<file path="config.mk">
export PLATFORM = sky130hd
export DESIGN_NAME = tmcs_tail
export DESIGN_NICKNAME = d
export VERILOG_FILES = /design/src/hdl/tmcs_pkg.sv /design/src/hdl/tmcs_tail.sv
export SDC_FILE = /design/constraint.sdc
export NUM_CORES = 1
export LEC_CHECK = 0
export BUFFER_PORTS_ARGS = -buffer_cell sky130_fd_sc_hd__buf_2
export CORE_AREA = 2 2 92 94
export CTS_BUF_LIST = sky130_fd_sc_hd__clkbuf_2 sky130_fd_sc_hd__clkbuf_4 sky130_fd_sc_hd__clkbuf_8
export CTS_CLUSTER_DIAMETER = 40
export DETAILED_ROUTE_END_ITERATION = 8
export DIE_AREA = 0 0 94 96
export HOLD_SLACK_MARGIN = 0.02
export PLACE_DENSITY_LB_ADDON = 0.25
export SETUP_SLACK_MARGIN = 0.05
export SKIP_CTS_REPAIR_TIMING = 1
export SLEW_MARGIN = 20
export SYNTH_ARGS = -nofsm -noshare
export SYNTH_HDL_FRONTEND = slang
export SYNTH_SLANG_ARGS = --single-unit
export TNS_END_PERCENT = 20
</file>
<file path="constraint.sdc">
create_clock -name clock -period 1.43 [get_ports clock]
set_clock_uncertainty 0.2 [all_clocks]
set_input_delay 0.286 -clock clock [delete_from_list [all_inputs] [get_ports clock]]
set_output_delay 0.286 -clock clock [all_outputs]
set_load 0.02 [all_outputs]
</file>
<file path="src/hdl/tmcs_pkg.sv">
package tmcs_pkg;

   localparam int MAX_DIM_LOG2_DEFAULT = 14;
   localparam int MAX_LAYERS_DEFAULT = 2048;

   localparam int KIND_W = 4;
   localparam int DIM_W = 15;
   localparam int SURF_W = 12;
   localparam int REQ_W = 5;
   localparam int MIPS_W = 4;
   localparam int STATUS_W = 2;
   localparam int TOTAL_W = 45;
   localparam int COUNT_W = 15;

   localparam int BLK_W = DIM_W - 1;
   localparam int ROW_W = DIM_W + 4;
   localparam int PITCH_W = ROW_W + DIM_W;
   localparam int ACC_W = 48;
   localparam int CNT_ACC_W = 16;

   localparam logic [KIND_W-1:0] KIND_UNDEFINED = 4'd0;
   localparam logic [KIND_W-1:0] KIND_PIXEL_FIRST = 4'd1;
   localparam logic [KIND_W-1:0] KIND_PIXEL_LAST = 4'd5;
   localparam logic [KIND_W-1:0] KIND_BLOCK8 = 4'd6;
   localparam logic [KIND_W-1:0] KIND_BLOCK16 = 4'd7;

   typedef enum logic [STATUS_W-1:0] {
      STATUS_OK = 2'd0,
      STATUS_BAD_DESC = 2'd1,
      STATUS_TOO_MANY_MIPS = 2'd2
   } status_type;

   typedef struct packed {
      logic valid;
      status_type status;
      logic [MIPS_W-1:0] mips;
      logic [MIPS_W-1:0] remain;
      logic [KIND_W-1:0] kind;
      logic is_volume;
      logic [DIM_W-1:0] width;
      logic [DIM_W-1:0] height;
      logic [SURF_W-1:0] surfaces;
      logic [PITCH_W-1:0] pitch;
      logic [SURF_W-1:0] pitch_surfaces;
      logic [ACC_W-1:0] total;
      logic [CNT_ACC_W-1:0] count;
   } level_bus_type;

endpackage

</file>
<file path="src/hdl/tmcs_tail.sv">
module tmcs_tail (
   input  logic clock,
   input  logic reset,
   input  tmcs_pkg::level_bus_type bus_in_last,
   output logic rsp_valid,
   output logic [tmcs_pkg::STATUS_W-1:0] rsp_status,
   output logic [tmcs_pkg::MIPS_W-1:0] rsp_mip_count,
   output logic [tmcs_pkg::TOTAL_W-1:0] rsp_total_bytes,
   output logic [tmcs_pkg::COUNT_W-1:0] rsp_image_count
);

   logic valid_ff;
   logic [tmcs_pkg::STATUS_W-1:0] status_ff;
   logic [tmcs_pkg::MIPS_W-1:0] mips_ff;
   logic [tmcs_pkg::TOTAL_W-1:0] total_ff;
   logic [tmcs_pkg::COUNT_W-1:0] count_ff;
   logic [tmcs_pkg::TOTAL_W-1:0] total_in;
   logic [tmcs_pkg::COUNT_W-1:0] count_in;

   always_comb begin
      total_in = (|bus_in_last.total[tmcs_pkg::ACC_W-1:tmcs_pkg::TOTAL_W]) ?
                 '1 : bus_in_last.total[tmcs_pkg::TOTAL_W-1:0];
      count_in = (|bus_in_last.count[tmcs_pkg::CNT_ACC_W-1:tmcs_pkg::COUNT_W]) ?
                 '1 : bus_in_last.count[tmcs_pkg::COUNT_W-1:0];
   end

   always_ff @(posedge clock) begin
      if (reset) begin
         valid_ff <= 1'b0;
      end else begin
         valid_ff <= bus_in_last.valid;
      end
   end

   always_ff @(posedge clock) begin
      status_ff <= bus_in_last.status;
      mips_ff <= bus_in_last.mips;
      total_ff <= total_in;
      count_ff <= count_in;
   end

   assign rsp_valid = valid_ff;
   assign rsp_status = status_ff;
   assign rsp_mip_count = mips_ff;
   assign rsp_total_bytes = total_ff;
   assign rsp_image_count = count_ff;

endmodule

</file>
==> metrics.csv <==
stage;metric;value;unit
critical_path;crit_chain;dlygate4sd3_1 -> buf_2 -> or4_1;
critical_path;crit_required;1.44;ns
synthesis;ys.flop_type;dfxtp_1;
placement;dpl_cell_area;2700;um2
routing;vias_per_cell;4.07;
synthesis;yosysTopAreaCell;dfxtp_1;
global_route;grt_pass1_vias;1505;
power_and_ir_drop;ir_drop;398;uV
synthesis;syn_area_per_cell;13.1;um2
synthesis;yosysSeqAreaShare;72.4;%
sta;worst_pin_slew;0.393;ns
critical_path;path_class;input port to register;
sta;setup_viol;0;
floorplanning;die_h;96;um
synthesis;yosysWarnings;0;
synthesis;yosys_register_bits;67;
global_route;grtUsageTotal;11.4;%
critical_path;slowest_stage;dlygate4sd3_1;
cts;h-tree-depth;3;
cts;cts.sinks;67;
power_and_ir_drop;power.density_cell_area;1170;nW/um2
finish;nNetsFinal;504;
global_route;gr-total-overflow;0;
sta;finalHoldViolations;18;
finish;area_growth;83.8;%
cts;cts_made_buffers;9;
global_route;gr-usage-met1;14.5;%
routing;vias;1807;
floorplanning;initial_core_util;23.0;%
synthesis;synth_edf_count;0;
critical_path;cp-end-kind;register;
critical_path;slowest_delay;0.55;ns
placement;dp_slack;-0.150;ns
synthesis;synth.net_count;311;
synthesis;async_reset_ff_share;0;%
cts;cts_tree;done;
sta;maxSlewViolCount;0;
sta;min_period;1.40;ns
routing;detail-route-antenna-nets;0;
cts;clk_pin_slew;0.07;ns
synthesis;syn_area;1850;um2
sta;rsz0062_at_grt;no;
synthesis;yosysMostFrequentCell;dfxtp_1;
power_and_ir_drop;finalPower;3.97;mW
sta;fmax;713;MHz
synthesis;ys_top_cells_by_count;dfxtp_1 (67), or4_1 (38), or2_2 (15);
synthesis;synth-compound-area-share;0;%
power_and_ir_drop;power_leakage;1.46;nW
routing;drcViolationCount;0;
global_route;grt_start_max_net_pins;22;
floorplanning;core;8050;um2
routing;finalWirelength;5.75;mm
synthesis;netlist_instances;141;
global_route;grt_pass1_wl;7.59;mm
synthesis;synth.top_cell.area_share;72.4;%
placement;place_congestion;0.653;
outcome;outcome;complete, but fails checks;
synthesis;synth_top_family_by_area;simple AND/OR/NAND/NOR gates;
global_route;antenna_found_initial;0;
synthesis;synth.distinct_cells;9;
synthesis;synth.area.top_cells;dfxtp_1 (72%), or4_1 (15%), or2_2 (5.1%);
global_route;use_met2;15.5;%
finish;fin_util;42.3;%
sta;whs;-0.0632;ns
synthesis;synth_xor_area_share;0;%
critical_path;crit_fanout;1;
cts;cts.root.buffer_cell;clkbuf_8;
floorplanning;dieArea;9020;um2
cts;cts.path.max_buffers;2;
finish;n_antenna_cell;0;
finish;design_area;3400;um2
floorplanning;rows;33;
sta;fin_crit_sh;98.0;%
global_route;use_met3;6.42;%
run;drv_cap;0;
sta;tns;0;ns
critical_path;arrival;1.41;ns
sta;slew_headroom;73.8;%
finish;drive_gt1_share;54.0;%
synthesis;synthAdderAreaFrac;0;%
placement;io_buffers;139;
outcome;violations;hold timing;
global_route;grt_busiest_layer;met2;
synthesis;synth-simple-area-share;24.4;%
hold_path;min_path_type;input port to register;
routing;drt-pass1-iter-count;4;
placement;dpl.hpwl;3.79;mm
floorplanning;io_pins;237;
floorplanning;die_x;94;um
sta;setup_ws;0.0283;ns
routing;routedWlPerCell;13.0;um
routing;drt_iter0_drc;18;
synthesis;synth_mux_area_share;0;%
critical_path;cp-start-kind;input port;
[kinds of logic after synthesis]
logic type             Yosys count
buffers and inverters           13
flip-flops                      67
AND/OR/NAND/NOR                 61
[stage by stage]
| step | std cells | hold WS (ns) |
|---|---|---|
| 2_1_floorplan | 141 | 0.114 |
| 3_3_place_gp | 378 | 0.190 |
| 3_5_place_dp | 378 | 0.190 |
| 4_1_cts | 394 | -0.172 |
| 5_1_grt | 444 | -0.0791 |
| 6_report | 444 | -0.0632 |
[cell usage in the layout (no fill, tap or decap)]
cell / count
clkinv_2: 3
buf_4: 4
clkbuf_4: 1
nor2b_1: 1
dlygate4sd3_1: 50
dfxtp_1: 67
clkinvlp_4: 1
or2_2: 15
buf_2: 138
buf_12: 3
clkbuf_8: 10
or4_2: 5
bufinv_16: 1
or4_4: 2
or4_1: 38
[critical path: cells and delay by family]
family	cells	cell delay (ns)
buf+inv	2	0.67
simple gates	1	0.46
[area by class of cell]
class	count	area [um2]
Tap cell	105	131
Fill cell	771	4650
Sequential cell	67	1340
Clock buffer	11	145
Clock inverter	5	52.6
Timing Repair Buffer	195	1280
Multi-Input combinational cell	61	452
[path summary, 6_finish.rpt]
path,slack [ns],cells past startpoint,from,end
hold / removal,-0.06,2,bus_in_last[59],rsp_total_bytes[43]
setup / recovery,0.03,3,bus_in_last[23],rsp_total_bytes[7]
[power breakdown]
| group | switching (mW) | leakage, nW | internal, mW |
|---|---|---|---|
| Clock | 0.688 | 0.103 | 0.863 |
| Sequential | 0.0152 | 0.552 | 1.93 |
| Combinational | 0.216 | 0.803 | 0.255 |
| Total | 0.919 | 1.46 | 3.05 |
[flip-flops by register name, indices dropped and copies added (netlist names)]
register / count
rsp_mip_count: 4
rsp_image_count: 15
rsp_status: 2
rsp_valid: 1
rsp_total_bytes: 45
[routing by layer]
layer | vias up | wire (um)
li1 | 900 | -
met1 | 791 | 2540
met2 | 109 | 2440
met5 | - | 0
met4 | 0 | 81
met3 | 7 | 687
Power figures use the tool's default switching activity.
