`src/hdl/tmcs_pkg.sv`:
```
package tmcs_pkg;

   localparam int MAX_DIM_LOG2_DEFAULT = 14;
   localparam int MAX_LAYERS_DEFAULT = 2048;

   localparam int KIND_W = 4;
   localparam int DIM_W = 15;
   localparam int SURF_W = 12;
   localparam int REQ_W = 5;
   localparam int MIPS_W = 4;
   localparam int STATUS_W = 2;
   localparam int TOTAL_W = 45;
   localparam int COUNT_W = 15;

   localparam int BLK_W = DIM_W - 1;
   localparam int ROW_W = DIM_W + 4;
   localparam int PITCH_W = ROW_W + DIM_W;
   localparam int ACC_W = 48;
   localparam int CNT_ACC_W = 16;

   localparam logic [KIND_W-1:0] KIND_UNDEFINED = 4'd0;
   localparam logic [KIND_W-1:0] KIND_PIXEL_FIRST = 4'd1;
   localparam logic [KIND_W-1:0] KIND_PIXEL_LAST = 4'd5;
   localparam logic [KIND_W-1:0] KIND_BLOCK8 = 4'd6;
   localparam logic [KIND_W-1:0] KIND_BLOCK16 = 4'd7;

   typedef enum logic [STATUS_W-1:0] {
      STATUS_OK = 2'd0,
      STATUS_BAD_DESC = 2'd1,
      STATUS_TOO_MANY_MIPS = 2'd2
   } status_type;

   typedef struct packed {
      logic valid;
      status_type status;
      logic [MIPS_W-1:0] mips;
      logic [MIPS_W-1:0] remain;
      logic [KIND_W-1:0] kind;
      logic is_volume;
      logic [DIM_W-1:0] width;
      logic [DIM_W-1:0] height;
      logic [SURF_W-1:0] surfaces;
      logic [PITCH_W-1:0] pitch;
      logic [SURF_W-1:0] pitch_surfaces;
      logic [ACC_W-1:0] total;
      logic [CNT_ACC_W-1:0] count;
   } level_bus_type;

endpackage

```
`src/hdl/tmcs_cell.sv`:
```
module tmcs_cell (
   input  logic clock,
   input  logic reset,
   input  tmcs_pkg::level_bus_type bus_in_prev,
   output tmcs_pkg::level_bus_type bus_out
);

   tmcs_pkg::level_bus_type bus_ff;
   tmcs_pkg::level_bus_type bus_in;

   logic include_level;
   logic is_block;
   logic is_pixel;
   logic [tmcs_pkg::DIM_W:0] w_sum;
   logic [tmcs_pkg::DIM_W:0] h_sum;
   logic [tmcs_pkg::BLK_W-1:0] blk_w;
   logic [tmcs_pkg::BLK_W-1:0] blk_h;
   logic [2:0] row_shift;
   logic [tmcs_pkg::ROW_W-1:0] row_bytes;
   logic [tmcs_pkg::ROW_W-1:0] mul_a;
   logic [tmcs_pkg::DIM_W-1:0] mul_b;
   logic [tmcs_pkg::PITCH_W-1:0] product;
   logic [tmcs_pkg::PITCH_W-1:0] slice;

   always_comb begin
      include_level = bus_in_prev.remain != '0;
      is_block = (bus_in_prev.kind == tmcs_pkg::KIND_BLOCK8) ||
                 (bus_in_prev.kind == tmcs_pkg::KIND_BLOCK16);
      is_pixel = (bus_in_prev.kind >= tmcs_pkg::KIND_PIXEL_FIRST) &&
                 (bus_in_prev.kind <= tmcs_pkg::KIND_PIXEL_LAST);

      w_sum = {1'b0, bus_in_prev.width} + (tmcs_pkg::DIM_W + 1)'(3);
      h_sum = {1'b0, bus_in_prev.height} + (tmcs_pkg::DIM_W + 1)'(3);
      blk_w = w_sum[tmcs_pkg::DIM_W:2];
      blk_h = h_sum[tmcs_pkg::DIM_W:2];
      row_shift = 3'(bus_in_prev.kind - tmcs_pkg::KIND_PIXEL_FIRST);
      row_bytes = tmcs_pkg::ROW_W'(bus_in_prev.width) << row_shift;

      if (is_block) begin
         mul_a = tmcs_pkg::ROW_W'(blk_w);
         mul_b = tmcs_pkg::DIM_W'(blk_h);
      end else begin
         mul_a = is_pixel ? row_bytes : '0;
         mul_b = bus_in_prev.height;
      end
      product = tmcs_pkg::PITCH_W'(mul_a) * tmcs_pkg::PITCH_W'(mul_b);

      if (is_block) begin
         slice = (bus_in_prev.kind == tmcs_pkg::KIND_BLOCK16) ? (product << 4) : (product << 3);
      end else begin
         slice = product;
      end

      bus_in = bus_in_prev;
      bus_in.total = bus_in_prev.total +
                     tmcs_pkg::ACC_W'(bus_in_prev.pitch) *
                     tmcs_pkg::ACC_W'(bus_in_prev.pitch_surfaces);
      bus_in.pitch = include_level ? slice : '0;
      bus_in.pitch_surfaces = bus_in_prev.surfaces;
      bus_in.count = bus_in_prev.count +
                     (include_level ? tmcs_pkg::CNT_ACC_W'(bus_in_prev.surfaces) : '0);
      bus_in.remain = include_level ? bus_in_prev.remain - tmcs_pkg::MIPS_W'(1) : '0;
      bus_in.width = (bus_in_prev.width > tmcs_pkg::DIM_W'(1)) ?
                     (bus_in_prev.width >> 1) : bus_in_prev.width;
      bus_in.height = (bus_in_prev.height > tmcs_pkg::DIM_W'(1)) ?
                      (bus_in_prev.height >> 1) : bus_in_prev.height;
      bus_in.surfaces = (bus_in_prev.is_volume && bus_in_prev.surfaces > tmcs_pkg::SURF_W'(1)) ?
                        (bus_in_prev.surfaces >> 1) : bus_in_prev.surfaces;
   end

   always_ff @(posedge clock) begin
      if (reset) begin
         bus_ff.valid <= 1'b0;
      end else begin
         bus_ff <= bus_in;
      end
   end

   assign bus_out = bus_ff;

endmodule

```
`config.mk`:
```
export PLATFORM = sky130hd
export DESIGN_NAME = tmcs_cell
export DESIGN_NICKNAME = d
export VERILOG_FILES = /design/src/hdl/tmcs_pkg.sv /design/src/hdl/tmcs_cell.sv
export SDC_FILE = /design/constraint.sdc
export NUM_CORES = 2
export LEC_CHECK = 0
export BUFFER_PORTS_ARGS = -buffer_cell sky130_fd_sc_hd__buf_4
export CORE_ASPECT_RATIO = 1.5
export CORE_MARGIN = 2
export CORE_UTILIZATION = 50
export DETAILED_ROUTE_END_ITERATION = 7
export PLACE_DENSITY = 0.69
export SLEW_MARGIN = 20
export SYNTH_ARGS = -nofsm -noshare
export SYNTH_HDL_FRONTEND = slang
export SYNTH_SLANG_ARGS = --single-unit
```
`constraint.sdc`:
```
create_clock -name clock -period 19.9 [get_ports clock]
set_input_delay 1.99 -clock clock [delete_from_list [all_inputs] [get_ports clock]]
set_output_delay 1.99 -clock clock [all_outputs]
set_load 0.005 [all_outputs]
```
==> flow_summary_export.csv <==
group,metric,value,unit
synth,yosysSeqAreaShare,16.29,%
sta,slew_violations,0,
routing,routedWlPerCell,20.02,um
synth,synth_edf_count,167,
synth,synth_area_leaders,"fa_1 38%, edfxtp_1 16%, ha_1 8.3%",
hold_path,hp-class,"in2reg",
placement,dp_hpwl,70.99,mm
routing,dr.pass1.iters,5,
clocking,ctsHtreeMaxLevel,4,
sta,rsz0062_at_grt,"false",
worst_setup_path,worstPathArrival,10770,ps
hold_path,min_delay_path_depth,1,
sta,fin_crit,10540,ps
outcome,status,"finished clean",
layout,finish.instance_area,34520,um^2
synth,synthMuxAreaShare,1.473,%
layout,nNetsFinal,4491,
hold_path,hp-start,"bus_in_prev[161]",
layout,drive_above_1_share,12.38,%
synth,synth_seq_cells,168,
worst_setup_path,required,20130,ps
worst_setup_path,critPathKind,"in2reg",
placement,place_area,33910,um^2
layout,fillers,5536,
sta,hold_viol,0,
floorplanning,fp.dieW,207.0,um
power,p_leak,0.01651,uW
clocking,post_cts_resized,0,
synth,synth_xor_area_share,2.749,%
worst_setup_path,critPathMaxStageDelay,930,ps
grt,antenna_found_initial,0,
routing,routed_wl,86.81,mm
synth,synth_top_cells_by_count,"612 x inv_1, 585 x fa_1, 494 x nand2_1",
layout,diodes,0,
placement,routabilityCongestion,0.9410,
routing,via_per_inst,5.515,
grt,grt_use_total,27.87,%
synth,yosys.cell_count.top_type,"inv_1",
clocking,cts_buffer_depth,2,
synth,async_flop_share,0,%
sta,max_slew_margin,19.93,%
power,power_density,165.7,nW/um^2
synth,synth_area,30910,um^2
worst_setup_path,crit_path_top_delay_cell,"nor2_1",
clocking,holdBufCountCts,0,
sta,setup_viol,0,
synth,synth-adder-area-share,46.15,%
synth,yosys_warnings,0,
placement,port-buffer-count,337,
clocking,cts_buffers,17,
clocking,clkTransAtPathRegs,90,ps
sta,clock.fmax,94.83,MHz
hold_path,worstHoldEndpoint,"bus_out[161]",
floorplanning,die_area,63870,um^2
floorplanning,core-area,61110,um^2
floorplanning,start_util,50.58,%
floorplanning,ios,338,
synth,synth_compound_area_share,8.355,%
worst_setup_path,worst-path-max-fanout,58,
synth,syn-instance-count,3340,
synth,synth_top_area_share,37.89,%
worst_setup_path,start_kind,"input port",
routing,drc,0,
layout,largest_reg_flops,168,
routing,drtIter0Drc,1525,
job,max-cap-violations,0,
clocking,cts_tree,"done",
power,vdd_drop_max,202.9,uV
clocking,cts_setup_buffers,0,
grt,grt_pass1_vias,25940,
grt,grt_max_degree,76,
worst_setup_path,crit_top_cell,"fa_1",
floorplanning,rows,111,
layout,multi_input_area,22910,um^2
sta,max_slew.worst_pin.slew,1201,ps
floorplanning,die_h,308.5,um
synth,avgSynthCellArea,9.254,um^2
synth,yosysUniqueCellTypes,73,
grt,grt_overflow,0,
sta,fin_crit_sh,52.99,%
synth,synth_top_family_by_area,"adder cells",
clocking,cts.sinks,168,
synth,synth-main-ff-cell,"edfxtp_1",
layout,regArea,5035,um^2
clocking,root_buffer,"clkbuf_16",
layout,area_growth,11.68,%
sta,setup_tns,0,ps
grt,grt_first_pass_wirelength,137.0,mm
synth,yosys.area_share.simple,15.28,%
worst_setup_path,end_kind,"flop",
synth,yosys.area.top_type,"fa_1",
routing,via_count,23910,
routing,ant_nets,0,
-- metal layers --
layer	GRT usage, %	vias to the layer above	share of wire [%]
met5	0	-	0
met4	18.09	0	7.0
met3	3.167	248	4.4
met2	54.59	822	56
met1	27.47	12050	32
li1	-	10790	-
-- through the flow --
step	setup WS, ps	instances	total power (uW)	utilization (%)	hold WS, ps
floorplan	9940	3341	3996	-	2062
global placement	9073	4304	5316	55.49	2168
detailed placement	8876	4304	5368	55.49	2170
CTS	9396	4336	5746	56.48	1649
global route	8794	4336	6259	56.49	1658
finish	9355	4336	5719	56.49	1693
-- worst max-delay path by stage --
stage	start	depth (start not counted)	slack, ps	endpoint
3_5_place_dp	bus_in_prev[153]	29	8880	bus_out[108]
3_3_place_gp	bus_in_prev[153]	30	9070	bus_out[108]
2_1_floorplan	bus_in_prev[153]	31	9940	bus_out[108]
4_1_cts	bus_in_prev[153]	29	9400	bus_out[108]
6_report	bus_in_prev[153]	25	9360	bus_out[108]
5_1_grt	bus_in_prev[153]	25	8790	bus_out[108]
-- cell type report --
| cell class | instances | area share (%) |
|---|---|---|
| multi-input cells | 2376 | 66.37 |
| flip-flops and latches | 168 | 14.59 |
| repair buffers | 356 | 7.742 |
| inverters | 613 | 6.680 |
| well taps | 791 | 2.867 |
| clock buffers | 17 | 1.232 |
| clock inverters | 15 | 0.5219 |
-- logic make-up after synthesis --
family	Yosys count
buffers and inverters	797
DFF	168
xor gates and xnor gates	97
other	1
and+or+nand+nor	1051
muxes	42
adders and majority gates	789
AOI/OAI and AO/OA	395
-- layout by cell type, fill, tap and decap left out, types with 17 or more instances in the layout --
cell type / instances
nand3_1: 25
nand2_1: 494
and3_1: 17
mux2i_1: 23
and2_1: 141
xor2_1: 39
xnor2_1: 58
o21ai_0: 69
nor3_1: 28
o211ai_1: 17
nor2b_1: 17
buf_4: 356
fa_1: 585
edfxtp_1: 167
nor2_1: 237
a21oi_1: 113
nand2b_1: 31
mux2_2: 18
ha_1: 204
o21a_1: 17
a21o_1: 44
a211oi_1: 18
clkbuf_16: 17
inv_1: 611
-- power by group --
part,internal (uW),total (uW),switching (uW)
registers,681,717,35.7
clock network,170,353,183
logic,1840,4650,2810
-- worst max-delay path: cells and delay by family --
kind,cells,cell delay [ps]
and+or+nand+nor,3,1480
buffers and inverters,4,390
muxes,1,200
AOI/OAI and AO/OA,9,2830
adders and majority gates,8,3840
Note: power is estimated with default switching activity, not from simulation.
