### src/hdl/tmcs_pkg.sv
package tmcs_pkg;

   localparam int MAX_DIM_LOG2_DEFAULT = 14;
   localparam int MAX_LAYERS_DEFAULT = 2048;

   localparam int KIND_W = 4;
   localparam int DIM_W = 15;
   localparam int SURF_W = 12;
   localparam int REQ_W = 5;
   localparam int MIPS_W = 4;
   localparam int STATUS_W = 2;
   localparam int TOTAL_W = 45;
   localparam int COUNT_W = 15;

   localparam int BLK_W = DIM_W - 1;
   localparam int ROW_W = DIM_W + 4;
   localparam int PITCH_W = ROW_W + DIM_W;
   localparam int ACC_W = 48;
   localparam int CNT_ACC_W = 16;

   localparam logic [KIND_W-1:0] KIND_UNDEFINED = 4'd0;
   localparam logic [KIND_W-1:0] KIND_PIXEL_FIRST = 4'd1;
   localparam logic [KIND_W-1:0] KIND_PIXEL_LAST = 4'd5;
   localparam logic [KIND_W-1:0] KIND_BLOCK8 = 4'd6;
   localparam logic [KIND_W-1:0] KIND_BLOCK16 = 4'd7;

   typedef enum logic [STATUS_W-1:0] {
      STATUS_OK = 2'd0,
      STATUS_BAD_DESC = 2'd1,
      STATUS_TOO_MANY_MIPS = 2'd2
   } status_type;

   typedef struct packed {
      logic valid;
      status_type status;
      logic [MIPS_W-1:0] mips;
      logic [MIPS_W-1:0] remain;
      logic [KIND_W-1:0] kind;
      logic is_volume;
      logic [DIM_W-1:0] width;
      logic [DIM_W-1:0] height;
      logic [SURF_W-1:0] surfaces;
      logic [PITCH_W-1:0] pitch;
      logic [SURF_W-1:0] pitch_surfaces;
      logic [ACC_W-1:0] total;
      logic [CNT_ACC_W-1:0] count;
   } level_bus_type;

endpackage

### src/hdl/tmcs_front.sv
module tmcs_front #(
   parameter int MAX_DIM_LOG2 = tmcs_pkg::MAX_DIM_LOG2_DEFAULT,
   parameter int MAX_LAYERS = tmcs_pkg::MAX_LAYERS_DEFAULT
) (
   input  logic clock,
   input  logic reset,
   input  logic accept,
   input  logic [tmcs_pkg::KIND_W-1:0] format_kind,
   input  logic is_volume,
   input  logic [tmcs_pkg::DIM_W-1:0] base_width,
   input  logic [tmcs_pkg::DIM_W-1:0] base_height,
   input  logic [tmcs_pkg::SURF_W-1:0] layers_or_depth,
   input  logic [tmcs_pkg::REQ_W-1:0] mip_request,
   output tmcs_pkg::level_bus_type bus_out
);

   localparam int LIM_W = 17;
   localparam logic [LIM_W-1:0] DIM_LIMIT = LIM_W'(1) << MAX_DIM_LOG2;
   localparam logic [LIM_W-1:0] LAYER_LIMIT = LIM_W'(MAX_LAYERS);

   tmcs_pkg::level_bus_type bus_ff;
   tmcs_pkg::level_bus_type bus_in;

   function automatic logic [tmcs_pkg::MIPS_W-1:0] chain_len(
      input logic [tmcs_pkg::DIM_W-1:0] v
   );
      logic [tmcs_pkg::MIPS_W-1:0] n;
      n = '0;
      for (int i = 0; i < tmcs_pkg::DIM_W; i++) begin
         if (v[i]) begin
            n = tmcs_pkg::MIPS_W'(i + 1);
         end
      end
      return n;
   endfunction

   logic [tmcs_pkg::MIPS_W-1:0] chain;
   logic size_bad;

   always_comb begin
      chain = chain_len(base_width | base_height);
      size_bad = (base_width == '0) || (base_height == '0) || (layers_or_depth == '0) ||
                 (LIM_W'(base_width) > DIM_LIMIT) || (LIM_W'(base_height) > DIM_LIMIT) ||
                 (LIM_W'(layers_or_depth) > LAYER_LIMIT);

      bus_in = '0;
      bus_in.valid = accept;
      bus_in.kind = format_kind;
      bus_in.is_volume = is_volume;
      bus_in.width = base_width;
      bus_in.height = base_height;
      bus_in.surfaces = layers_or_depth;

      priority if (format_kind == tmcs_pkg::KIND_UNDEFINED) begin
         bus_in.status = tmcs_pkg::STATUS_BAD_DESC;
      end else if (size_bad) begin
         bus_in.status = tmcs_pkg::STATUS_BAD_DESC;
      end else if (mip_request == '0) begin
         bus_in.status = tmcs_pkg::STATUS_OK;
         bus_in.mips = chain;
      end else if (mip_request == tmcs_pkg::REQ_W'(1)) begin
         bus_in.status = tmcs_pkg::STATUS_OK;
         bus_in.mips = tmcs_pkg::MIPS_W'(1);
      end else if (mip_request > tmcs_pkg::REQ_W'(chain)) begin
         bus_in.status = tmcs_pkg::STATUS_TOO_MANY_MIPS;
      end else begin
         bus_in.status = tmcs_pkg::STATUS_OK;
         bus_in.mips = mip_request[tmcs_pkg::MIPS_W-1:0];
      end
      bus_in.remain = bus_in.mips;
   end

   always_ff @(posedge clock) begin
      if (reset) begin
         bus_ff.valid <= 1'b0;
      end else begin
         bus_ff <= bus_in;
      end
   end

   assign bus_out = bus_ff;

endmodule

### config.mk
export PLATFORM = sky130hd
export DESIGN_NAME = tmcs_front
export DESIGN_NICKNAME = d
export VERILOG_FILES = /design/src/hdl/tmcs_pkg.sv /design/src/hdl/tmcs_front.sv
export SDC_FILE = /design/constraint.sdc
export NUM_CORES = 1
export LEC_CHECK = 0
export BUFFER_PORTS_ARGS = -buffer_cell sky130_fd_sc_hd__buf_2
export CAP_MARGIN = 40
export CORE_AREA = 10 10 106 99
export DETAILED_ROUTE_END_ITERATION = 10
export DIE_AREA = 0 0 116 109
export GPL_ROUTABILITY_DRIVEN = 0
export HOLD_SLACK_MARGIN = 0.03
export PLACE_DENSITY = 0.73
export SYNTH_ARGS = -nofsm -noshare
export SYNTH_HDL_FRONTEND = slang
export SYNTH_SLANG_ARGS = --single-unit
### constraint.sdc
create_clock -name clock -period 2.4 [get_ports clock]
set_input_delay 0.24 -clock clock [delete_from_list [all_inputs] [get_ports clock]]
set_output_delay 0.24 -clock clock [all_outputs]
set_load 0.02 [all_outputs]
==> results.sh, run 1 <==
export IMPL_die_y_um=109
export IMPL_final_util_pct=42.2
export IMPL_drc=0
export IMPL_postRouteAntennaNets=0
export IMPL_rsz0062_at_grt="no"
export IMPL_cts_root_buf="clkbuf_8"
export IMPL_synth_xor_area_share_pct=0.878
export IMPL_vias=2053
export IMPL_peakVddDrop_mv=0.270
export IMPL_drv_cap=0
export IMPL_synthCells=253
export IMPL_start_util_pct=36.0
export IMPL_area_delta_synth_final_pct=17.4
export IMPL_cp_start_kind="input port"
export IMPL_synth_warnings=0
export IMPL_cts_reportedPaths_clkPinSlew_ns=0.10
export IMPL_seq_area_frac_synth_pct=53.8
export IMPL_finalPower_mw=2.16
export IMPL_post_dp_cell_area_sq_mm=0.00339
export IMPL_ys_ff_latch=54
export IMPL_largest_reg_flops=54
export IMPL_grt_use_total_pct=11.8
export IMPL_place_ws_ns=-0.324
export IMPL_synthTopCellsByArea="edfxtp_1 53%, buf_4 29%, nor4_1 2.9%"
export IMPL_maxSlewViolCount=0
export IMPL_grt_pass1_wl_um=11600
export IMPL_cts_setup_buffers=0
export IMPL_postCtsHoldBufs=0
export IMPL_fillers=824
export IMPL_dp_hpwl_um=7300
export IMPL_hp_class="input port to register"
export IMPL_cts_sinks=54
export IMPL_num_io_pins=223
export IMPL_avgRoutedWirePerCell_um=17.3
export IMPL_yosysTopAreaCellShare_pct=53.2
export IMPL_outcome="finished, final reports clean"
export IMPL_postSynthAreaPerCell_sq_um=11.8
export IMPL_core_area_sq_mm=0.00833
export IMPL_wl_um=8500
export IMPL_drt_iter0_markers=85
export IMPL_yosysMostFrequentCell="buf_4"
export IMPL_nNetsFinal=447
export IMPL_final_hold_violation_count=0
export IMPL_numCtsBuffers=5
export IMPL_dieArea_sq_mm=0.0126
export IMPL_dr_pass1_iters=4
export IMPL_fin_crit_sh_pct=95.7
export IMPL_port_buffers=112
export IMPL_cts_buffer_depth=2
export IMPL_setup_slack_ns=0.103
export IMPL_fin_area_sq_mm=0.00351
export IMPL_ys_flop_type="edfxtp_1"
export IMPL_grt_max_degree=22
export IMPL_drive_gt1_share_pct=38.6
export IMPL_synth_area_leader_cell="edfxtp_1"
export IMPL_final_setup_viol_count=0
export IMPL_crit_arrival_ns=2.44
export IMPL_tritoncts="built"
export IMPL_crit_type="input port to register"
export IMPL_critPathCaptureType="register"
export IMPL_yosys_area_share_simple_pct=9.65
export IMPL_synth_fa_ha_area_share_pct=1.67
export IMPL_leakage_nw=1.63
export IMPL_row_count=32
export IMPL_dieWidth_um=116
export IMPL_synth_edf_count=53
export IMPL_ctsResizeCount=0
export IMPL_vias_per_cell=4.17
export IMPL_grt_ovfl_total=0
export IMPL_power_density_mw_per_mm2=614
export IMPL_antenna_found_initial=2
export IMPL_htree_levels=2
export IMPL_path_max_fanout=5
export IMPL_muxShareOfSynthArea_pct=0
export IMPL_synthTopCellsByCount="114 x buf_4, 53 x edfxtp_1, 14 x nor4_1"
export IMPL_required_ns=2.55
export IMPL_synth_compound_area_share_pct=4.89
export IMPL_synth_top_family_by_area="buffers and inverters"
export IMPL_ys_types=32
export IMPL_async_reset_ff_share_pct=0
export IMPL_syn_area_sq_mm=0.00299
export IMPL_grt_pass1_vias=2341
export IMPL_fin_crit_ns=2.30
export IMPL_fmax_mhz=435
==> cells in the final DEF (no fill, tap or decap), drive strengths merged, types with 2 or more instances in the layout <==
| cell | count |
|---|---|
| nor2b | 2 |
| o311ai | 2 |
| nand3 | 6 |
| nand4 | 3 |
| clkbuf | 5 |
| buf | 133 |
| nor4 | 15 |
| a21oi | 7 |
| nor2 | 13 |
| edfxtp | 53 |
| nor3 | 3 |
| nand2 | 4 |
| or4 | 4 |
| inv | 4 |
| ha | 4 |
| conb | 110 |
| xor2 | 3 |
| o21ai | 5 |
==> routing by layer <==
layer  vias to the layer above  part of all wire (%)  track usage (%)
met5                         -                  0.32                0
met4                         4                   1.3             4.02
met3                        12                    12             6.48
met2                       140                    50             20.9
met1                       947                    36             11.4
li1                        950                     -                -
==> per-stage QoR <==
step / setup TNS, ns / cells / hold slack (ns)
4_1_cts: 0 / 491 / 0.0981
3_3_place_gp: -0.466 / 483 / 0.419
3_5_place_dp: -1.15 / 483 / 0.431
6_report: 0 / 492 / 0.105
2_1_floorplan: 0 / 362 / 0.312
5_1_grt: 0 / 491 / 0.0910
==> path summary, 6_finish.rpt <==
kind | from | endpoint | slack (ns) | cells after the start
setup / recovery | base_width[6] | bus_out[157] | 0.10 | 11
hold / removal | reset | bus_out[167] | 0.11 | 2
==> where the power goes <==
| part | total (mW) | switching [mW] | internal, mW |
|---|---|---|---|
| registers | 1.13 | 0.0157 | 1.11 |
| logic | 0.500 | 0.380 | 0.119 |
| clock network | 0.531 | 0.320 | 0.212 |
| total | 2.16 | 0.716 | 1.44 |
==> logic make-up after synthesis <==
| family | Yosys count |
|---|---|
| other | 1 |
| and+or+nand+nor | 52 |
| adders and majority gates | 4 |
| buffers and inverters | 117 |
| xor gates and xnor gates | 3 |
| AOI/OAI and AO/OA | 22 |
| DFF | 54 |
==> worst max-delay path, cell delays in order <==
cell	delay [ns]
buf_2	0.10
or4_1	0.56
a21oi_2	0.12
o21ai_1	0.08
a21oi_1	0.16
ha_1	0.26
nor2b_1	0.14
o211ai_1	0.24
o2bb2ai_2	0.18
o21ai_1	0.13
a211oi_2	0.23
==> final cells by class <==
type	instances	area, sq um	area share, %
well taps	102	128	3.63
flip-flops and latches	54	1610	45.9
diodes	1	2.50	0.0712
clock buffers	5	68.8	1.96
multi-input cells	191	950	27.0
clock inverters	3	25.0	0.712
inverters	3	11.3	0.320
repair buffers	133	718	20.4
(Power assumes the default switching activity.)
==> inputs of run 2 (changes only) <==
CORE_AREA = 2 2 98 91   (was 10 10 106 99)
DIE_AREA = 0 0 100 93   (was 0 0 116 109)
PLACE_DENSITY = 0.74   (was 0.73)
SETUP_SLACK_MARGIN = 0.15   (was not set)
==> run 2 against run 1 <==
Net effect:
- setup slack gained 0.10 ns
- wire length shrank 20%
- total power grew 0.91%
- core utilization grew 1.3 points
- sequential share of layout area shrank 1.3 points
- critical endpoint is now bus_out[160]
- largest cell class unchanged
- largest power group unchanged
==> results.sh, run 2 (same netlist as run 1, synthesis figures left out) <==
export IMPL_area_delta_synth_final_pct=20.9
export IMPL_antenna_found_initial=0
export IMPL_dp_hpwl_um=5440
export IMPL_maxSlewViolCount=0
export IMPL_cp_top_family="compound AO/OA/AOI/OAI gates"
export IMPL_slowest_stage="or4_4"
export IMPL_core_area_sq_mm=0.00833
export IMPL_cp_start_kind="input port"
export IMPL_fin_crit_sh_pct=91.5
export IMPL_layout_commonest_cell="conb_1"
export IMPL_hp_class="input port to register"
export IMPL_drive_gt1_share_pct=41.3
export IMPL_grt_max_degree=23
export IMPL_grt_pass1_vias=1896
export IMPL_leakage_nw=1.67
export IMPL_cts_sinks=54
export IMPL_power_density_mw_per_mm2=602
export IMPL_final_setup_tns_ns=0
export IMPL_drt_iter0_markers=82
export IMPL_dieWidth_um=100
export IMPL_peakVddDrop_mv=0.261
export IMPL_row_count=32
export IMPL_wl_um=6770
export IMPL_whs_ns=0.106
export IMPL_final_setup_viol_count=0
export IMPL_dieArea_sq_mm=0.00930
export IMPL_grt_pass1_wl_um=9330
export IMPL_vias=2099
export IMPL_nNetsFinal=450
export IMPL_path_max_fanout=4
export IMPL_cts_root_buf="clkbuf_8"
export IMPL_hold_path_depth=1
export IMPL_final_util_pct=43.5
export IMPL_finalPower_mw=2.18
export IMPL_grt_use_met1_pct=13.4
export IMPL_fin_crit_ns=2.20
export IMPL_postCtsHoldBufs=0
export IMPL_rsz0062_at_grt="yes"
export IMPL_numCtsBuffers=5
export IMPL_outcome="finished, final reports clean"
export IMPL_max_stage_delay_ns=0.54
export IMPL_cts_buffer_depth=2
export IMPL_vias_per_cell=4.24
export IMPL_final_cell_mix="110 x conb_1, 109 x buf_2, 53 x edfxtp_1"
export IMPL_grt_ovfl_total=0
export IMPL_crit_arrival_ns=2.36
export IMPL_tritoncts="built"
export IMPL_final_hold_violation_count=0
export IMPL_drc=0
export IMPL_postRouteAntennaNets=0
export IMPL_htree_levels=2
export IMPL_met2_usage_pct=23.9
export IMPL_start_util_pct=36.0
export IMPL_grt_busiest_layer="met2"
export IMPL_largest_reg_flops=54
export IMPL_path_cells="buf_6, or4_4, a21oi_4, o21ai_2, a21oi_2, ha_1, nor2b_4, o211ai_1, o2bb2ai_2, buf_4, nand3_2, a21oi_2"
export IMPL_hold_start="is_volume"
export IMPL_fmax_mhz=455
export IMPL_dr_pass1_iters=4
export IMPL_critPathLaunch="base_height[1]"
export IMPL_die_y_um=93
export IMPL_required_ns=2.57
export IMPL_path_buf_inv=2
export IMPL_cts_reportedPaths_clkPinSlew_ns=0.10
export IMPL_critPathCaptureType="register"
export IMPL_use_met3_pct=5.16
export IMPL_avgRoutedWirePerCell_um=13.7
export IMPL_grt_use_total_pct=13.3
export IMPL_drv_cap=0
export IMPL_num_io_pins=223
export IMPL_cp_depth=12
export IMPL_cp_common_cell="a21oi_2"
export IMPL_crit_type="input port to register"
export IMPL_port_buffers=112
-- run 2: power breakdown --
part | total (mW) | leakage (nW) | internal (mW) | switching (mW)
logic | 0.505 | 1.10 | 0.130 | 0.375
clock network | 0.545 | 0.0478 | 0.238 | 0.306
registers | 1.13 | 0.526 | 1.11 | 0.0163
total | 2.18 | 1.67 | 1.48 | 0.698
-- run 2: final cells by class --
cell class | count | area, sq um
Fill cell | 812 | 4710
Sequential cell | 54 | 1610
Multi-Input combinational cell | 191 | 1010
Timing Repair Buffer | 136 | 759
Tap cell | 102 | 128
Clock buffer | 6 | 82.6
Clock inverter | 2 | 16.3
Inverter | 3 | 11.3
Antenna cell | 1 | 2.50
-- run 2: per-stage QoR --
step	setup WS [ns]	cells	cell area [sq um]
6_report	0.204	495	3620
4_1_cts	0.149	491	3510
2_1_floorplan	0.126	362	3410
5_1_grt	0.0915	494	3620
3_5_place_dp	-0.252	482	3390
3_3_place_gp	-0.137	482	3390
-- run 2: path summary, 6_finish.rpt --
path / to / slack [ns]
max: bus_out[160] / 0.20
min: bus_out[152] / 0.11
-- run 2: what timing repair did --
item,CTS,global route
buffers inserted,1,3
pin swaps,5,10
setup endpoints to repair,1,5
gates resized for setup,4,16
-- run 2: routing by layer --
layer	vias up	part of all wire, %
met5	-	0
met4	0	2.2
met3	10	11
met2	152	51
met1	976	36
li1	961	-
==> inputs of run 3 (changes only) <==
ABC_AREA = 1   (was not set)
CORE_AREA = 2 2 99 91   (was 2 2 98 91)
DIE_AREA = 0 0 101 93   (was 0 0 100 93)
SETUP_SLACK_MARGIN = not set   (was 0.15)
==> run 3 against run 2 <==
Net effect:
- sequential power barely moved
- synthesized area rose by 0.88%
- critical path type unchanged
- first-iteration DRC count rose by 1.2%
- combinational power fell by 7.9%
- total power rose by 0.88%
- largest cell class unchanged
- largest power group unchanged
- sequential cell count did not move
==> results.sh, run 3 <==
export IMPL_async_reset_ff_share_pct=0
export IMPL_p_sw_mw=0.670
export IMPL_drv_cap=0
export IMPL_required_ns=2.55
export IMPL_wl_um=5800
export IMPL_max_stage_delay_ns=0.36
export IMPL_place_ws_ns=0.0153
export IMPL_vias=2030
export IMPL_synth_warnings=0
export IMPL_grt_ovfl_total=0
export IMPL_final_setup_viol_count=0
export IMPL_synthTopCellsByArea="edfxtp_1 53%, buf_4 28%, nand2_1 4.1%"
export IMPL_seq_area_frac_synth_pct=53.4
export IMPL_fin_crit_ns=2.10
export IMPL_crit_arrival_ns=2.25
export IMPL_yosysTopAreaCellShare_pct=52.7
export IMPL_p_int_mw=1.53
export IMPL_avgRoutedWirePerCell_um=11.5
export IMPL_start_util_pct=35.9
export IMPL_slowest_stage="nor4_1"
export IMPL_nNetsFinal=459
export IMPL_setup_slack_ns=0.305
export IMPL_grt_pass1_wl_um=8010
export IMPL_peakVddDrop_mv=0.278
export IMPL_layout_commonest_cell="buf_2"
export IMPL_htree_levels=2
export IMPL_dp_hpwl_um=4770
export IMPL_path_cells="buf_2, nor4_1, nand2_1, a21oi_1, o21ai_0, nand2_1, inv_1, ha_1, a21oi_1, o21ai_0, a21oi_1, buf_4, nand2_1, a21oi_1"
export IMPL_combPwrFrac_pct=21.1
export IMPL_largest_reg_flops=54
export IMPL_synthCells=283
export IMPL_path_max_fanout=4
export IMPL_cts_sinks=54
export IMPL_hp_class="input port to register"
export IMPL_ctsResizeCount=0
export IMPL_antenna_found_initial=1
export IMPL_grt_max_degree=34
export IMPL_cts_buffer_depth=2
export IMPL_tightest_slew_ns=0.688
export IMPL_synthTopCellsByCount="114 x buf_4, 53 x edfxtp_1, 33 x nand2_1"
export IMPL_drt_iter0_markers=83
export IMPL_maxSlewViolCount=0
export IMPL_dp_cells=495
export IMPL_row_count=32
export IMPL_core_area_sq_mm=0.00841
export IMPL_dieWidth_um=101
export IMPL_tritoncts="built"
export IMPL_drc=0
export IMPL_stdcell_count=504
export IMPL_dieArea_sq_mm=0.00939
export IMPL_cts_setup_buffers=0
export IMPL_synth_area_leader_cell="edfxtp_1"
export IMPL_p_clk_share_pct=27.5
export IMPL_port_buffers=112
export IMPL_rsz0062_at_grt="no"
export IMPL_synth_edf_count=53
export IMPL_post_dp_cell_area_sq_mm=0.00328
export IMPL_multi_input_area_sq_um=917
export IMPL_die_y_um=93
export IMPL_regArea_sq_mm=0.00161
export IMPL_cts_reportedPaths_clkPinSlew_ns=0.10
export IMPL_ys_flop_type="edfxtp_1"
export IMPL_numCtsBuffers=5
export IMPL_postCtsHoldBufs=0
export IMPL_fmax_mhz=477
export IMPL_drive_gt1_share_pct=31.9
export IMPL_ys_ff_latch=54
export IMPL_syn_area_sq_mm=0.00302
export IMPL_fin_crit_sh_pct=87.3
export IMPL_yosysMostFrequentCell="buf_4"
export IMPL_ys_types=19
export IMPL_area_delta_synth_final_pct=12.5
export IMPL_postRouteAntennaNets=0
export IMPL_final_hold_violation_count=0
export IMPL_postSynthAreaPerCell_sq_um=10.7
export IMPL_leakage_nw=1.64
export IMPL_cp_common_cell="a21oi_1"
export IMPL_power_density_mw_per_mm2=647
export IMPL_fillers=849
export IMPL_cts_root_buf="clkbuf_8"
export IMPL_grt_pass1_vias=1714
export IMPL_num_io_pins=223
export IMPL_final_util_pct=40.4
export IMPL_final_setup_tns_ns=0
export IMPL_final_cell_mix="112 x buf_2, 110 x conb_1, 53 x edfxtp_1"
export IMPL_fin_area_sq_mm=0.00340
export IMPL_path_buf_inv=3
export IMPL_outcome="finished, final reports clean"
export IMPL_dr_pass1_iters=4
export IMPL_cp_start_kind="input port"
export IMPL_grt_use_total_pct=10.9
export IMPL_relSlewSlack_pct=54.1
export IMPL_vias_per_cell=4.03
export IMPL_switching_share_pct=30.5
export IMPL_cp_top_family="compound AO/OA/AOI/OAI gates"
export IMPL_crit_type="input port to register"
export IMPL_p_seq_share_pct=51.4
export IMPL_critPathCaptureType="register"
run 3: cell families (layout without fill, tap and decap cells):
logic type | Yosys count | in the layout | synth area share [%]
simple gates | 83 | 83 | 12.2
buf+inv | 126 | 135 | 29.8
fa+ha+maj | 4 | 4 | 1.66
xor+xnor | 1 | 1 | 0.290
compound gates | 14 | 14 | 2.57
other cells | 1 | 111 | 0.124
flops | 54 | 54 | 53.4
run 3: cell type report:
class                           instances  area share (%)
Clock inverter                          3            1.25
Timing Repair Buffer                  115            17.2
Multi-Input combinational cell        212            27.0
Sequential cell                        54            47.4
Inverter                               12            1.33
Antenna cell                            1          0.0736
Clock buffer                            5            2.03
Tap cell                              102            3.76
run 3: per-stage QoR:
step | hold WS (ns) | power, mW
2_1_floorplan | 0.311 | 1.60
3_3_place_gp | 0.421 | 1.61
3_5_place_dp | 0.420 | 1.61
4_1_cts | 0.0931 | 2.22
5_1_grt | 0.0978 | 2.29
6_report | 0.105 | 2.20
run 3: worst paths after layout:
path                           end  cells after the start          start
worst min-delay path  bus_out[167]                      2          reset
worst max-delay path  bus_out[158]                     14  base_width[4]
run 3: power groups by stage:
stage | clock [mW] | combinational [mW] | sequential [mW]
final | 0.604 | 0.465 | 1.13
after global routing | 0.656 | 0.497 | 1.14
after CTS | 0.624 | 0.462 | 1.13
after detailed placement | 0 | 0.462 | 1.15
after global placement | 0 | 0.457 | 1.15
after floorplan | 0 | 0.350 | 1.25
run 3: metal layers:
| metal | global-route usage [%] | wire length [um] | vias up |
|---|---|---|---|
| met1 | 11.1 | 2070 | 922 |
| li1 | - | - | 952 |
| met4 | 5.41 | 166 | 0 |
| met5 | 0 | 0 | - |
| met2 | 20.1 | 2920 | 144 |
| met3 | 3.21 | 644 | 12 |
